===== src/design/sampled_curve_band_clipper_defines.svh =====
// assertion macros for the sampled curve band clipper
`ifndef SAMPLED_CURVE_BAND_CLIPPER_DEFINES_SVH
`define SAMPLED_CURVE_BAND_CLIPPER_DEFINES_SVH

// same-cycle implication, checked out of reset
`define SCBC_ASSERT_IMP(name, ante, cons) \
  name: assert property (@(posedge clk) disable iff (rst) (ante) |-> (cons)) \
    else $error("scbc check failed");

// next-cycle implication, checked out of reset
`define SCBC_ASSERT_NXT(name, ante, cons) \
  name: assert property (@(posedge clk) disable iff (rst) (ante) |=> (cons)) \
    else $error("scbc check failed");

`endif


===== src/design/scbc_pkg.sv =====
// shared types and constants of the sampled curve band clipper
`default_nettype none
package scbc_pkg;

  localparam int Y_W     = 32;
  localparam int IDX_W   = 17;
  localparam int VNUM_W  = 18;
  localparam int NORM_W  = 16;
  localparam int RANGE_W = 31;
  localparam int NUM_W   = 60;
  localparam int DEN_W   = 36;
  localparam int QUO_W   = 25;
  localparam int FRAC_W  = 24;

  localparam logic [IDX_W-1:0]   MAX_SAMPLES        = IDX_W'(65536);
  localparam logic [RANGE_W-1:0] PLOT_RANGE_RESET   = RANGE_W'(655360);
  localparam logic [IDX_W-1:0]   SAMPLE_COUNT_RESET = IDX_W'(1024);
  localparam logic [QUO_W-1:0]   T_ONE              = QUO_W'(1) << FRAC_W;
  localparam logic signed [NORM_W-1:0] NORM_POS     = 16'sd16384;
  localparam logic signed [NORM_W-1:0] NORM_NEG     = -16'sd16384;

  localparam logic REG_PLOT_RANGE   = 1'b0;
  localparam logic REG_SAMPLE_COUNT = 1'b1;

  localparam logic KIND_VERTEX  = 1'b0;
  localparam logic KIND_RESTART = 1'b1;

  typedef enum logic [1:0] {
    JOB_RESTART = 2'd0,
    JOB_SAMPLE  = 2'd1,
    JOB_CROSS   = 2'd2
  } job_kind_t;

  typedef struct packed {
    job_kind_t               kind;
    logic                    pos;
    logic [VNUM_W-1:0]       vnum;
    logic                    is_final;
    logic                    is_last;
    logic [IDX_W-1:0]        xi;
    logic signed [Y_W-1:0]   y;
    logic signed [Y_W-1:0]   yp;
  } job_t;

  typedef struct packed {
    logic                     item_kind;
    logic [VNUM_W-1:0]        vertex_number;
    logic signed [NORM_W-1:0] x_norm;
    logic signed [NORM_W-1:0] y_norm;
    logic                     curve_done;
    logic                     last_of_run;
  } result_t;

endpackage
`default_nettype wire


===== src/design/scbc_div.sv =====
// iterative restoring divider, one quotient bit per cycle
`default_nettype none
module scbc_div (
  input  wire logic                       clk,
  input  wire logic                       rst,
  input  wire logic                       start,
  input  wire logic [scbc_pkg::NUM_W-1:0] num,
  input  wire logic [scbc_pkg::DEN_W-1:0] den,
  output logic                            done,
  output logic [scbc_pkg::QUO_W-1:0]      quo
);
  import scbc_pkg::*;

  logic              busy;
  logic [4:0]        cnt;
  logic [DEN_W-1:0]  rem;
  logic [DEN_W-1:0]  dsr;
  logic [DEN_W:0]    shifted;
  logic              ge;

  assign shifted = {rem, quo[QUO_W-1]};
  assign ge      = shifted >= {1'b0, dsr};

  always_ff @(posedge clk) begin
    if (rst) begin
      busy <= 1'b0;
      done <= 1'b0;
      cnt  <= '0;
    end else begin
      done <= 1'b0;
      if (start) begin
        busy <= 1'b1;
        cnt  <= 5'(QUO_W - 1);
      end else if (busy) begin
        cnt <= cnt - 5'd1;
        if (cnt == 5'd0) begin
          busy <= 1'b0;
          done <= 1'b1;
        end
      end
    end
  end

  always_ff @(posedge clk) begin
    if (start) begin
      rem <= DEN_W'(num[NUM_W-1:QUO_W]);
      quo <= num[QUO_W-1:0];
      dsr <= den;
    end else if (busy) begin
      rem <= ge ? DEN_W'(shifted - {1'b0, dsr}) : shifted[DEN_W-1:0];
      quo <= {quo[QUO_W-2:0], ge};
    end
  end
endmodule
`default_nettype wire


===== src/design/scbc_front.sv =====
// front end: sample numbering, band test and job list per sample
`default_nettype none
module scbc_front (
  input  wire logic                         clk,
  input  wire logic                         rst,
  input  wire logic                         push,
  output logic                              full,
  input  wire logic signed [scbc_pkg::Y_W-1:0] sample_y,
  input  wire logic                         sample_finite,
  input  wire logic [scbc_pkg::RANGE_W-1:0] r_eff,
  input  wire logic [scbc_pkg::IDX_W-1:0]   n_eff,
  input  wire logic                         jq_full,
  output logic                              job_push,
  output scbc_pkg::job_t                    job_data
);
  import scbc_pkg::*;

  logic [IDX_W-1:0]      sample_index;
  logic signed [Y_W-1:0] previous_y;
  logic                  previous_finite;
  logic                  previous_in_band;
  logic [VNUM_W-1:0]     vertex_counter;
  job_t                  pend [3];
  logic [1:0]            pend_cnt;
  logic [1:0]            pend_idx;

  logic                  accept;
  logic                  is_final;
  logic [IDX_W-1:0]      i_cur;
  logic [IDX_W-1:0]      i_prev;
  logic [Y_W:0]          y_ext;
  logic [Y_W:0]          y_abs;
  logic                  cur_in;
  logic                  y_pos, y_neg, yp_pos, yp_neg;
  job_t                  base;
  job_t                  jl [3];
  logic [1:0]            k;
  logic [1:0]            nv;

  assign accept   = push && !full;
  assign full     = pend_cnt != 2'd0;
  assign job_push = full && !jq_full;
  assign job_data = pend[pend_idx];

  always_comb begin
    is_final = sample_index >= n_eff;
    i_cur    = is_final ? n_eff : sample_index;
    i_prev   = (i_cur == '0) ? '0 : i_cur - IDX_W'(1);
    y_ext    = {sample_y[Y_W-1], sample_y};
    y_abs    = y_ext[Y_W] ? (Y_W+1)'(0) - y_ext : y_ext;
    cur_in   = {y_abs, 1'b0} <= (Y_W+2)'(r_eff);
    y_pos    = !sample_y[Y_W-1] && sample_y != '0;
    y_neg    = sample_y[Y_W-1];
    yp_pos   = !previous_y[Y_W-1] && previous_y != '0;
    yp_neg   = previous_y[Y_W-1];

    base          = '0;
    base.is_final = is_final;
    base.y        = sample_y;
    base.yp       = previous_y;
    for (int j = 0; j < 3; j++) jl[j] = base;
    k  = 2'd0;
    nv = 2'd0;

    if (!sample_finite) begin
      if (previous_in_band) begin
        jl[0].kind = JOB_RESTART;
        k = 2'd1;
      end
    end else if (previous_finite && previous_in_band != cur_in) begin
      jl[0].kind = JOB_CROSS;
      jl[0].pos  = cur_in ? yp_pos : y_pos;
      jl[0].xi   = i_prev;
      jl[0].vnum = vertex_counter;
      if (cur_in) begin
        jl[1].kind = JOB_SAMPLE;
        jl[1].xi   = i_cur;
        jl[1].vnum = vertex_counter + VNUM_W'(1);
        nv = 2'd2;
      end else begin
        jl[1].kind = JOB_RESTART;
        nv = 2'd1;
      end
      k = 2'd2;
    end else if (previous_finite && !previous_in_band && !cur_in &&
                 ((yp_pos && y_neg) || (yp_neg && y_pos))) begin
      jl[0].kind = JOB_CROSS;
      jl[0].pos  = yp_pos;
      jl[0].xi   = i_prev;
      jl[0].vnum = vertex_counter;
      jl[1].kind = JOB_CROSS;
      jl[1].pos  = y_pos;
      jl[1].xi   = i_prev;
      jl[1].vnum = vertex_counter + VNUM_W'(1);
      jl[2].kind = JOB_RESTART;
      k  = 2'd3;
      nv = 2'd2;
    end else if (cur_in) begin
      jl[0].kind = JOB_SAMPLE;
      jl[0].xi   = i_cur;
      jl[0].vnum = vertex_counter;
      k  = 2'd1;
      nv = 2'd1;
    end

    for (int j = 0; j < 3; j++) jl[j].is_last = (j == int'(k) - 1);
  end

  always_ff @(posedge clk) begin
    if (rst) begin
      sample_index     <= '0;
      previous_y       <= '0;
      previous_finite  <= 1'b0;
      previous_in_band <= 1'b0;
      vertex_counter   <= '0;
      pend_cnt         <= '0;
      pend_idx         <= '0;
    end else if (accept) begin
      pend_cnt <= k;
      pend_idx <= '0;
      if (is_final) begin
        sample_index     <= '0;
        previous_y       <= '0;
        previous_finite  <= 1'b0;
        previous_in_band <= 1'b0;
        vertex_counter   <= '0;
      end else begin
        sample_index     <= i_cur + IDX_W'(1);
        vertex_counter   <= vertex_counter + VNUM_W'(nv);
        previous_finite  <= sample_finite;
        previous_in_band <= sample_finite && cur_in;
        if (sample_finite) previous_y <= sample_y;
      end
    end else if (job_push) begin
      pend_cnt <= pend_cnt - 2'd1;
      pend_idx <= pend_idx + 2'd1;
    end
  end

  always_ff @(posedge clk) begin
    if (accept) begin
      for (int j = 0; j < 3; j++) pend[j] <= jl[j];
    end
  end
endmodule
`default_nettype wire


===== src/design/scbc_jobq.sv =====
// four-deep job queue between front and back
`default_nettype none
module scbc_jobq (
  input  wire logic           clk,
  input  wire logic           rst,
  input  wire logic           wr,
  input  wire scbc_pkg::job_t wr_data,
  output logic                q_full,
  input  wire logic           rd,
  output scbc_pkg::job_t      rd_data,
  output logic                q_empty
);
  import scbc_pkg::*;

  job_t       mem [4];
  logic [1:0] wp, rp;
  logic [2:0] cnt;

  assign q_full  = cnt == 3'd4;
  assign q_empty = cnt == 3'd0;
  assign rd_data = mem[rp];

  always_ff @(posedge clk) begin
    if (rst) begin
      wp  <= '0;
      rp  <= '0;
      cnt <= '0;
    end else begin
      if (wr) wp <= wp + 2'd1;
      if (rd) rp <= rp + 2'd1;
      cnt <= cnt + 3'(wr) - 3'(rd);
    end
  end

  always_ff @(posedge clk) begin
    if (wr) mem[wp] <= wr_data;
  end
endmodule
`default_nettype wire


===== src/design/scbc_back.sv =====
// back end: interpolation and normalisation through a shared divider, result queue
`default_nettype none
module scbc_back (
  input  wire logic                         clk,
  input  wire logic                         rst,
  input  wire scbc_pkg::job_t               job,
  input  wire logic                         job_valid,
  output logic                              job_pop,
  input  wire logic [scbc_pkg::RANGE_W-1:0] r_eff,
  input  wire logic [scbc_pkg::IDX_W-1:0]   n_eff,
  input  wire logic                         pop,
  output logic                              empty,
  output scbc_pkg::result_t                 head
);
  import scbc_pkg::*;

  typedef enum logic [6:0] {
    ST_IDLE  = 7'b0000001,
    ST_LOAD  = 7'b0000010,
    ST_T_RUN = 7'b0000100,
    ST_X_GO  = 7'b0001000,
    ST_X_RUN = 7'b0010000,
    ST_Y_RUN = 7'b0100000,
    ST_WRITE = 7'b1000000
  } back_state_t;

  back_state_t              state;
  job_t                     cur;
  logic [QUO_W-1:0]         t_val;
  logic signed [NORM_W-1:0] x_res, y_res;

  result_t                  ofifo [4];
  logic [1:0]               owp, orp;
  logic [2:0]               ocnt;
  logic                     ofull, opush, opop;
  result_t                  res;

  logic                     div_start, div_done;
  logic [NUM_W-1:0]         div_num;
  logic [DEN_W-1:0]         div_den;
  logic [QUO_W-1:0]         div_q;

  logic signed [IDX_W+1:0]  s;
  logic [IDX_W+1:0]         s_abs;
  logic signed [43:0]       a;
  logic [43:0]              a_abs;
  logic [Y_W:0]             y_ext, y_abs;
  logic signed [DEN_W-1:0]  edge_v, yp36, y36, tn, td;
  logic [DEN_W-1:0]         tn_abs, td_abs;
  logic                     t_special;
  logic [QUO_W-1:0]         t_fix;
  logic                     x_neg;
  logic [NUM_W-1:0]         x_num, y_num, t_num;
  logic [DEN_W-1:0]         x_den;
  logic [NORM_W-1:0]        q16;

  always_comb begin
    s      = $signed({1'b0, cur.xi, 1'b0}) - $signed({2'b00, n_eff});
    s_abs  = s[IDX_W+1] ? (IDX_W+2)'(0) - s : s;
    a      = $signed({s[IDX_W+1], s, 24'b0}) + $signed({18'b0, t_val, 1'b0});
    a_abs  = a[43] ? 44'd0 - a : a;
    y_ext  = {cur.y[Y_W-1], cur.y};
    y_abs  = y_ext[Y_W] ? (Y_W+1)'(0) - y_ext : y_ext;

    edge_v = cur.pos ? $signed(DEN_W'(r_eff)) : -$signed(DEN_W'(r_eff));
    yp36   = DEN_W'(cur.yp);
    y36    = DEN_W'(cur.y);
    tn     = edge_v - (yp36 <<< 1);
    td     = (y36 - yp36) <<< 1;
    tn_abs = tn[DEN_W-1] ? DEN_W'(0) - tn : tn;
    td_abs = td[DEN_W-1] ? DEN_W'(0) - td : td;

    t_special = 1'b1;
    t_fix     = '0;
    if (td == '0) begin
      t_fix = T_ONE;
    end else if (tn == '0 || (tn[DEN_W-1] != td[DEN_W-1])) begin
      t_fix = '0;
    end else if (tn_abs >= td_abs) begin
      t_fix = T_ONE;
    end else begin
      t_special = 1'b0;
    end

    t_num = NUM_W'({tn_abs[DEN_W-2:0], 24'b0}) + NUM_W'(td_abs >> 1);
    y_num = NUM_W'({y_abs, 15'b0}) + NUM_W'(r_eff >> 1);
    if (cur.kind == JOB_CROSS) begin
      x_num = NUM_W'(a_abs) + NUM_W'({n_eff, 9'b0});
      x_den = DEN_W'({n_eff, 10'b0});
      x_neg = a[43];
    end else begin
      x_num = NUM_W'({s_abs, 14'b0}) + NUM_W'(n_eff >> 1);
      x_den = DEN_W'(n_eff);
      x_neg = s[IDX_W+1];
    end

    unique case (state)
      ST_LOAD: begin
        div_num = t_num;
        div_den = td_abs;
      end
      ST_X_GO: begin
        div_num = x_num;
        div_den = x_den;
      end
      default: begin
        div_num = y_num;
        div_den = DEN_W'(r_eff);
      end
    endcase

    div_start = (state == ST_LOAD && cur.kind == JOB_CROSS && !t_special) ||
                (state == ST_X_GO) ||
                (state == ST_X_RUN && div_done && cur.kind == JOB_SAMPLE);
    q16 = div_q[NORM_W-1:0];
  end

  scbc_div u_div (
    .clk   (clk),
    .rst   (rst),
    .start (div_start),
    .num   (div_num),
    .den   (div_den),
    .done  (div_done),
    .quo   (div_q)
  );

  assign job_pop = (state == ST_IDLE) && job_valid;
  assign opush   = (state == ST_WRITE) && !ofull;

  always_ff @(posedge clk) begin
    if (rst) begin
      state <= ST_IDLE;
    end else begin
      unique case (state)
        ST_IDLE: if (job_valid) state <= ST_LOAD;
        ST_LOAD: begin
          unique case (cur.kind)
            JOB_RESTART: state <= ST_WRITE;
            JOB_SAMPLE:  state <= ST_X_GO;
            JOB_CROSS:   state <= t_special ? ST_X_GO : ST_T_RUN;
            default:     state <= ST_IDLE;
          endcase
        end
        ST_T_RUN: if (div_done) state <= ST_X_GO;
        ST_X_GO:  state <= ST_X_RUN;
        ST_X_RUN: if (div_done) state <= (cur.kind == JOB_SAMPLE) ? ST_Y_RUN : ST_WRITE;
        ST_Y_RUN: if (div_done) state <= ST_WRITE;
        ST_WRITE: if (!ofull) state <= ST_IDLE;
        default:  state <= ST_IDLE;
      endcase
    end
  end

  always_ff @(posedge clk) begin
    if (job_pop) cur <= job;
    if (state == ST_LOAD) begin
      t_val <= t_fix;
      x_res <= '0;
      y_res <= '0;
    end
    if (state == ST_T_RUN && div_done) t_val <= div_q;
    if (state == ST_X_RUN && div_done) begin
      x_res <= x_neg ? NORM_W'(0) - q16 : q16;
      y_res <= cur.pos ? NORM_POS : NORM_NEG;
    end
    if (state == ST_Y_RUN && div_done) begin
      y_res <= cur.y[Y_W-1] ? NORM_W'(0) - q16 : q16;
    end
  end

  // result queue
  always_comb begin
    res.item_kind     = (cur.kind == JOB_RESTART) ? KIND_RESTART : KIND_VERTEX;
    res.vertex_number = (cur.kind == JOB_RESTART) ? '0 : cur.vnum;
    res.x_norm        = x_res;
    res.y_norm        = y_res;
    res.curve_done    = cur.is_final;
    res.last_of_run   = cur.is_last;
  end

  assign ofull = ocnt == 3'd4;
  assign empty = ocnt == 3'd0;
  assign opop  = pop && !empty;
  assign head  = ofifo[orp];

  always_ff @(posedge clk) begin
    if (rst) begin
      owp  <= '0;
      orp  <= '0;
      ocnt <= '0;
    end else begin
      if (opush) owp <= owp + 2'd1;
      if (opop)  orp <= orp + 2'd1;
      ocnt <= ocnt + 3'(opush) - 3'(opop);
    end
  end

  always_ff @(posedge clk) begin
    if (opush) ofifo[owp] <= res;
  end
endmodule
`default_nettype wire


===== src/design/sampled_curve_band_clipper.sv =====
// top level of the sampled curve band clipper
//
//   channel  direction  handshake       beat
//   samples  in         push / full     sample_y, sample_finite
//   results  out        pop / empty     item_kind .. last_of_run
//   config   in         cfg_write       cfg_index, cfg_data
//
// a sample is taken when push is high and full is low; full stays high while its jobs
// (up to three) move into the four-deep job queue. a restart needs no divider run, a
// sample vertex runs it for x then y, a crossing for x alone when t saturates and for
// t then x otherwise; entering the band is a crossing and a vertex, a pass through it
// two crossings and a restart. the shared divider sets the rate. reset is synchronous.
`default_nettype none
module sampled_curve_band_clipper (
  input  wire logic                            clk,
  input  wire logic                            rst,
  input  wire logic                            push,
  output logic                                 full,
  input  wire logic signed [scbc_pkg::Y_W-1:0] sample_y,
  input  wire logic                            sample_finite,
  output logic                                 empty,
  input  wire logic                            pop,
  output logic                                 item_kind,
  output logic [scbc_pkg::VNUM_W-1:0]          vertex_number,
  output logic signed [scbc_pkg::NORM_W-1:0]   x_norm,
  output logic signed [scbc_pkg::NORM_W-1:0]   y_norm,
  output logic                                 curve_done,
  output logic                                 last_of_run,
  input  wire logic                            cfg_write,
  input  wire logic                            cfg_index,
  input  wire logic [scbc_pkg::RANGE_W-1:0]    cfg_data
);
  import scbc_pkg::*;
  `include "sampled_curve_band_clipper_defines.svh"

  logic [RANGE_W-1:0] plot_range;
  logic [IDX_W-1:0]   sample_count;
  logic [RANGE_W-1:0] r_eff;
  logic [IDX_W-1:0]   n_eff;

  logic    jq_full, jq_empty, jq_pop, job_push;
  job_t    job_data, jq_data;
  result_t head;

  always_ff @(posedge clk) begin
    if (rst) begin
      plot_range   <= PLOT_RANGE_RESET;
      sample_count <= SAMPLE_COUNT_RESET;
    end else if (cfg_write) begin
      unique case (cfg_index)
        REG_PLOT_RANGE:   plot_range   <= cfg_data;
        REG_SAMPLE_COUNT: sample_count <= cfg_data[IDX_W-1:0];
        default: ;
      endcase
    end
  end

  always_comb begin
    r_eff = (plot_range == '0) ? RANGE_W'(1) : plot_range;
    if (sample_count == '0)            n_eff = IDX_W'(1);
    else if (sample_count > MAX_SAMPLES) n_eff = MAX_SAMPLES;
    else                               n_eff = sample_count;
  end

  scbc_front u_front (
    .clk           (clk),
    .rst           (rst),
    .push          (push),
    .full          (full),
    .sample_y      (sample_y),
    .sample_finite (sample_finite),
    .r_eff         (r_eff),
    .n_eff         (n_eff),
    .jq_full       (jq_full),
    .job_push      (job_push),
    .job_data      (job_data)
  );

  scbc_jobq u_jobq (
    .clk     (clk),
    .rst     (rst),
    .wr      (job_push),
    .wr_data (job_data),
    .q_full  (jq_full),
    .rd      (jq_pop),
    .rd_data (jq_data),
    .q_empty (jq_empty)
  );

  scbc_back u_back (
    .clk       (clk),
    .rst       (rst),
    .job       (jq_data),
    .job_valid (!jq_empty),
    .job_pop   (jq_pop),
    .r_eff     (r_eff),
    .n_eff     (n_eff),
    .pop       (pop),
    .empty     (empty),
    .head      (head)
  );

  assign item_kind     = head.item_kind;
  assign vertex_number = head.vertex_number;
  assign x_norm        = head.x_norm;
  assign y_norm        = head.y_norm;
  assign curve_done    = head.curve_done;
  assign last_of_run   = head.last_of_run;

  `SCBC_ASSERT_IMP(a_restart_zero, !empty && item_kind == KIND_RESTART,
    vertex_number == '0 && x_norm == '0 && y_norm == '0)
  `SCBC_ASSERT_IMP(a_x_in_range, !empty && item_kind == KIND_VERTEX,
    x_norm >= NORM_NEG && x_norm <= NORM_POS)
  `SCBC_ASSERT_IMP(a_y_in_range, !empty && item_kind == KIND_VERTEX,
    y_norm >= NORM_NEG && y_norm <= NORM_POS)
  `SCBC_ASSERT_NXT(a_job_visible, job_push, !jq_empty)
endmodule
`default_nettype wire

===== config.mk =====
export PLATFORM = sky130hd
export DESIGN_NAME = sampled_curve_band_clipper
export DESIGN_NICKNAME = d
export VERILOG_FILES = /design/src/design/scbc_pkg.sv /design/src/design/scbc_div.sv /design/src/design/scbc_front.sv /design/src/design/scbc_jobq.sv /design/src/design/scbc_back.sv /design/src/design/sampled_curve_band_clipper.sv
export VERILOG_INCLUDE_DIRS = /design/src /design/src/design
export SDC_FILE = /design/constraint.sdc
export NUM_CORES = 2
export LEC_CHECK = 0
export ABC_AREA = 1
export BUFFER_PORTS_ARGS = -buffer_cell sky130_fd_sc_hd__buf_2
export CORE_MARGIN = 2
export CORE_UTILIZATION = 37
export CTS_CLUSTER_SIZE = 16
export DETAILED_ROUTE_END_ITERATION = 8
export PLACE_DENSITY_LB_ADDON = 0.12
export SKIP_LAST_GASP = 1
export SLEW_MARGIN = 5
export SYNTH_ARGS = -nofsm -noshare
export SYNTH_HDL_FRONTEND = slang
export SYNTH_SLANG_ARGS = --single-unit

===== constraint.sdc =====
create_clock -name clk -period 21.7 [get_ports clk]
set_clock_uncertainty 0.1 [all_clocks]
set_input_delay 1.085 -clock clk [delete_from_list [all_inputs] [get_ports clk]]
set_output_delay 1.085 -clock clk [all_outputs]
set_load 0.1 [all_outputs]

==> results.sh <==
export IMPL_tightest_slew_ps=1260
export IMPL_yosysTopAreaCell="edfxtp_1"
export IMPL_synth_most_common_cell="nor2_1"
export IMPL_slowest_delay_ps=850
export IMPL_start_util=0.372
export IMPL_rsz0062_at_grt="no"
export IMPL_max_clock_freq_mhz=94.2
export IMPL_die_x_um=427
export IMPL_grt_overflow_total=0
export IMPL_h_tree_depth=4
export IMPL_outcome="finished clean"
export IMPL_antenna_left=0
export IMPL_insertion_delay_ps=800
export IMPL_grt_pass1_wl_um=334000
export IMPL_period_minus_slack_ps=10620
export IMPL_area_delta_synth_final_pct=11.3
export IMPL_cp_end_kind="register"
export IMPL_post_dp_hpwl_um=173000
export IMPL_crit_path_start_kind="register"
export IMPL_track_usage=0.247
export IMPL_synthFlopType="edfxtp_1"
export IMPL_core_mm2=0.178
export IMPL_drive_gt1_frac=0.0754
export IMPL_async_flop_share=0
export IMPL_yosysUniqueCellTypes=81
export IMPL_worstPathRequired_ps=22210
export IMPL_viasPerCell=5.31
export IMPL_crit_top_cell="nand2_1"
export IMPL_dieArea_mm2=0.182
export IMPL_clock_sinks=1183
export IMPL_finalCritPeriodShare=0.489
export IMPL_io_pins=125
export IMPL_synth_area_leaders="edfxtp_1, nor2_1, nand2_1"
export IMPL_relSlewSlack=0.157
export IMPL_hp_class="reg -> reg"
export IMPL_synth_seq_cells=1183
export IMPL_dpl_cell_area_mm2=0.0692
export IMPL_tritoncts="built"
export IMPL_synth_area_mm2=0.0662
export IMPL_place_port_buffers=124
export IMPL_slowest_stage="buf_4"
export IMPL_drc=0
export IMPL_synth_avg_cell_area_um2=8.92
export IMPL_fill_cells=17708
export IMPL_clockRootBuffer="clkbuf_16"
export IMPL_crit_type="reg -> reg"
export IMPL_postLayoutCellArea_mm2=0.0737
export IMPL_grt_pass1_vias=50112
export IMPL_yosysTopAreaCellShare=0.467
export IMPL_clkTransAtPathRegs_ps=60
export IMPL_cts_resized=0
export IMPL_cts_setup_buffers=0
export IMPL_drt_iter0_drc=4268
export IMPL_gp_congestion=1.01
export IMPL_cts_made_buffers=135
export IMPL_firstDrtPassIters=6
export IMPL_syn_inst=7417
export IMPL_grt_max_degree=107
export IMPL_yosysSeqAreaShare=0.513
export IMPL_tns_ps=0
export IMPL_synth_edf_count=1029
export IMPL_vias=52574
export IMPL_nNetsFinal=7789
export IMPL_antenna_found_initial=15
export IMPL_cts_hold_buf=0
export IMPL_clock_path_buffers=3
export IMPL_dieHeight_um=427
export IMPL_cp_data_arrival_time_ps=11120
export IMPL_cp_max_fo=97
export IMPL_maxCapViolations=0
export IMPL_num_rows=155
export IMPL_report_final_slew_viol_count=0
export IMPL_wirelength_um=227000
export IMPL_synth_warnings=0
export IMPL_finalSetupViolations=0
export IMPL_report_final_hold_viol_count=0
export IMPL_ys_top_cells_by_count="nor2_1, nand2_1, edfxtp_1"
export IMPL_routedWlPerCell_um=23.0
[layer usage]
metal | up-vias | track usage | share of wire
met4 | 8 | 0.0873 | 0.037
met3 | 339 | 0.0335 | 0.051
met1 | 25433 | 0.347 | 0.46
met5 | - | 0 | 0.00026
met2 | 1387 | 0.389 | 0.45
li1 | 25407 | - | -
[registers in the layout, indices dropped and copies added, names as in the netlist, 3 cells and up, named ones only]
name,count
u_back.ofifo,212
u_back.u_div.quo,25
u_front.vertex_counter,18
u_front.pend,144
u_back.ocnt,3
u_back.u_div.cnt,5
plot_range,31
u_front.sample_index,17
u_back.x_res,16
u_back.t_val,25
u_back.state,7
u_front.previous_y,32
u_back.u_div.dsr,36
u_back.u_div.rem,36
u_back.cur,104
sample_count,17
u_jobq.mem,416
u_jobq.cnt,3
u_back.y_res,16
[area by class of cell]
type	count	area [µm²]	area share
clock buffers	175	3670	0.0499
repair buffers	198	1190	0.0161
well taps	2355	2950	0.0400
flip-flops and latches	1183	34000	0.462
clock inverters	66	798	0.0108
multi-input cells	5087	27900	0.379
inverters	827	3120	0.0423
diodes	1	2.50	0.0000340
[cells in the final DEF, fill, tap and decap left out, types with 23 or more instances in the layout]
cell	n
nor2_1	1110
nand2_1	1097
edfxtp_1	1029
inv_1	794
o21ai_0	715
a21oi_1	363
nand3_1	286
ha_1	275
xor2_1	268
o22ai_1	213
dfxtp_1	150
clkbuf_16	140
buf_2	124
nor3_1	116
nand4_1	84
buf_4	73
xnor2_1	64
o21ai_1	57
nor4_1	36
clkbuf_1	31
o211ai_1	27
a31oi_1	25
o21a_1	24
a211oi_1	23
clkinv_1	23
[critical path: cells and delay by family, from the launching register on]
family                     cells  cell delay [ps]
and+or+nand+nor               29             4710
buffers and inverters          8             2040
AOI/OAI and AO/OA              8             1860
adders and majority gates      3              990
DFF                            1              410
xor gates and xnor gates       1              160
[final timing paths]
| check | start | to | slack (ps) | depth (start not counted) |
|---|---|---|---|---|
| min reg2reg | u_front.previous_y[31]$_SDFFE_PP0P_ | u_front.pend[0][31]$_DFFE_PP_ | 340 | 0 |
| min | u_front.previous_y[31]$_SDFFE_PP0P_ | u_front.pend[0][31]$_DFFE_PP_ | 340 | 0 |
| max | plot_range[28]$_SDFFE_PP0P_ | u_back.u_div.quo[1]$_DFFE_PP_ | 11080 | 49 |
| max reg2reg | plot_range[28]$_SDFFE_PP0P_ | u_back.u_div.quo[1]$_DFFE_PP_ | 11080 | 49 |
[logic make-up (layout without fill, tap and decap cells)]
kind of cell	after synthesis	count (layout)	synth area share
compound gates	1570	1570	0.133
xor+xnor	344	344	0.0471
fa+ha+maj	287	287	0.0556
buf+inv	1150	1266	0.0665
flops	1183	1183	0.513
mux	1	1	0.000151
other cells	2	6	0.000113
simple gates	2880	2880	0.184
[through the flow]
step | hold slack [ps] | setup WS (ps) | utilization | cells
floorplan | 308 | 13330 | - | 7420
global placement | 338 | 11150 | 0.389 | 9650
detailed placement | 336 | 11230 | 0.389 | 9650
CTS | 329 | 11160 | 0.414 | 9891
global route | 348 | 10220 | 0.414 | 9891
finish | 336 | 11080 | 0.414 | 9892
Power is left out: the tool's default activity adds up to more than one toggle a clock period on the data nets, which glitch-free logic cannot reach.
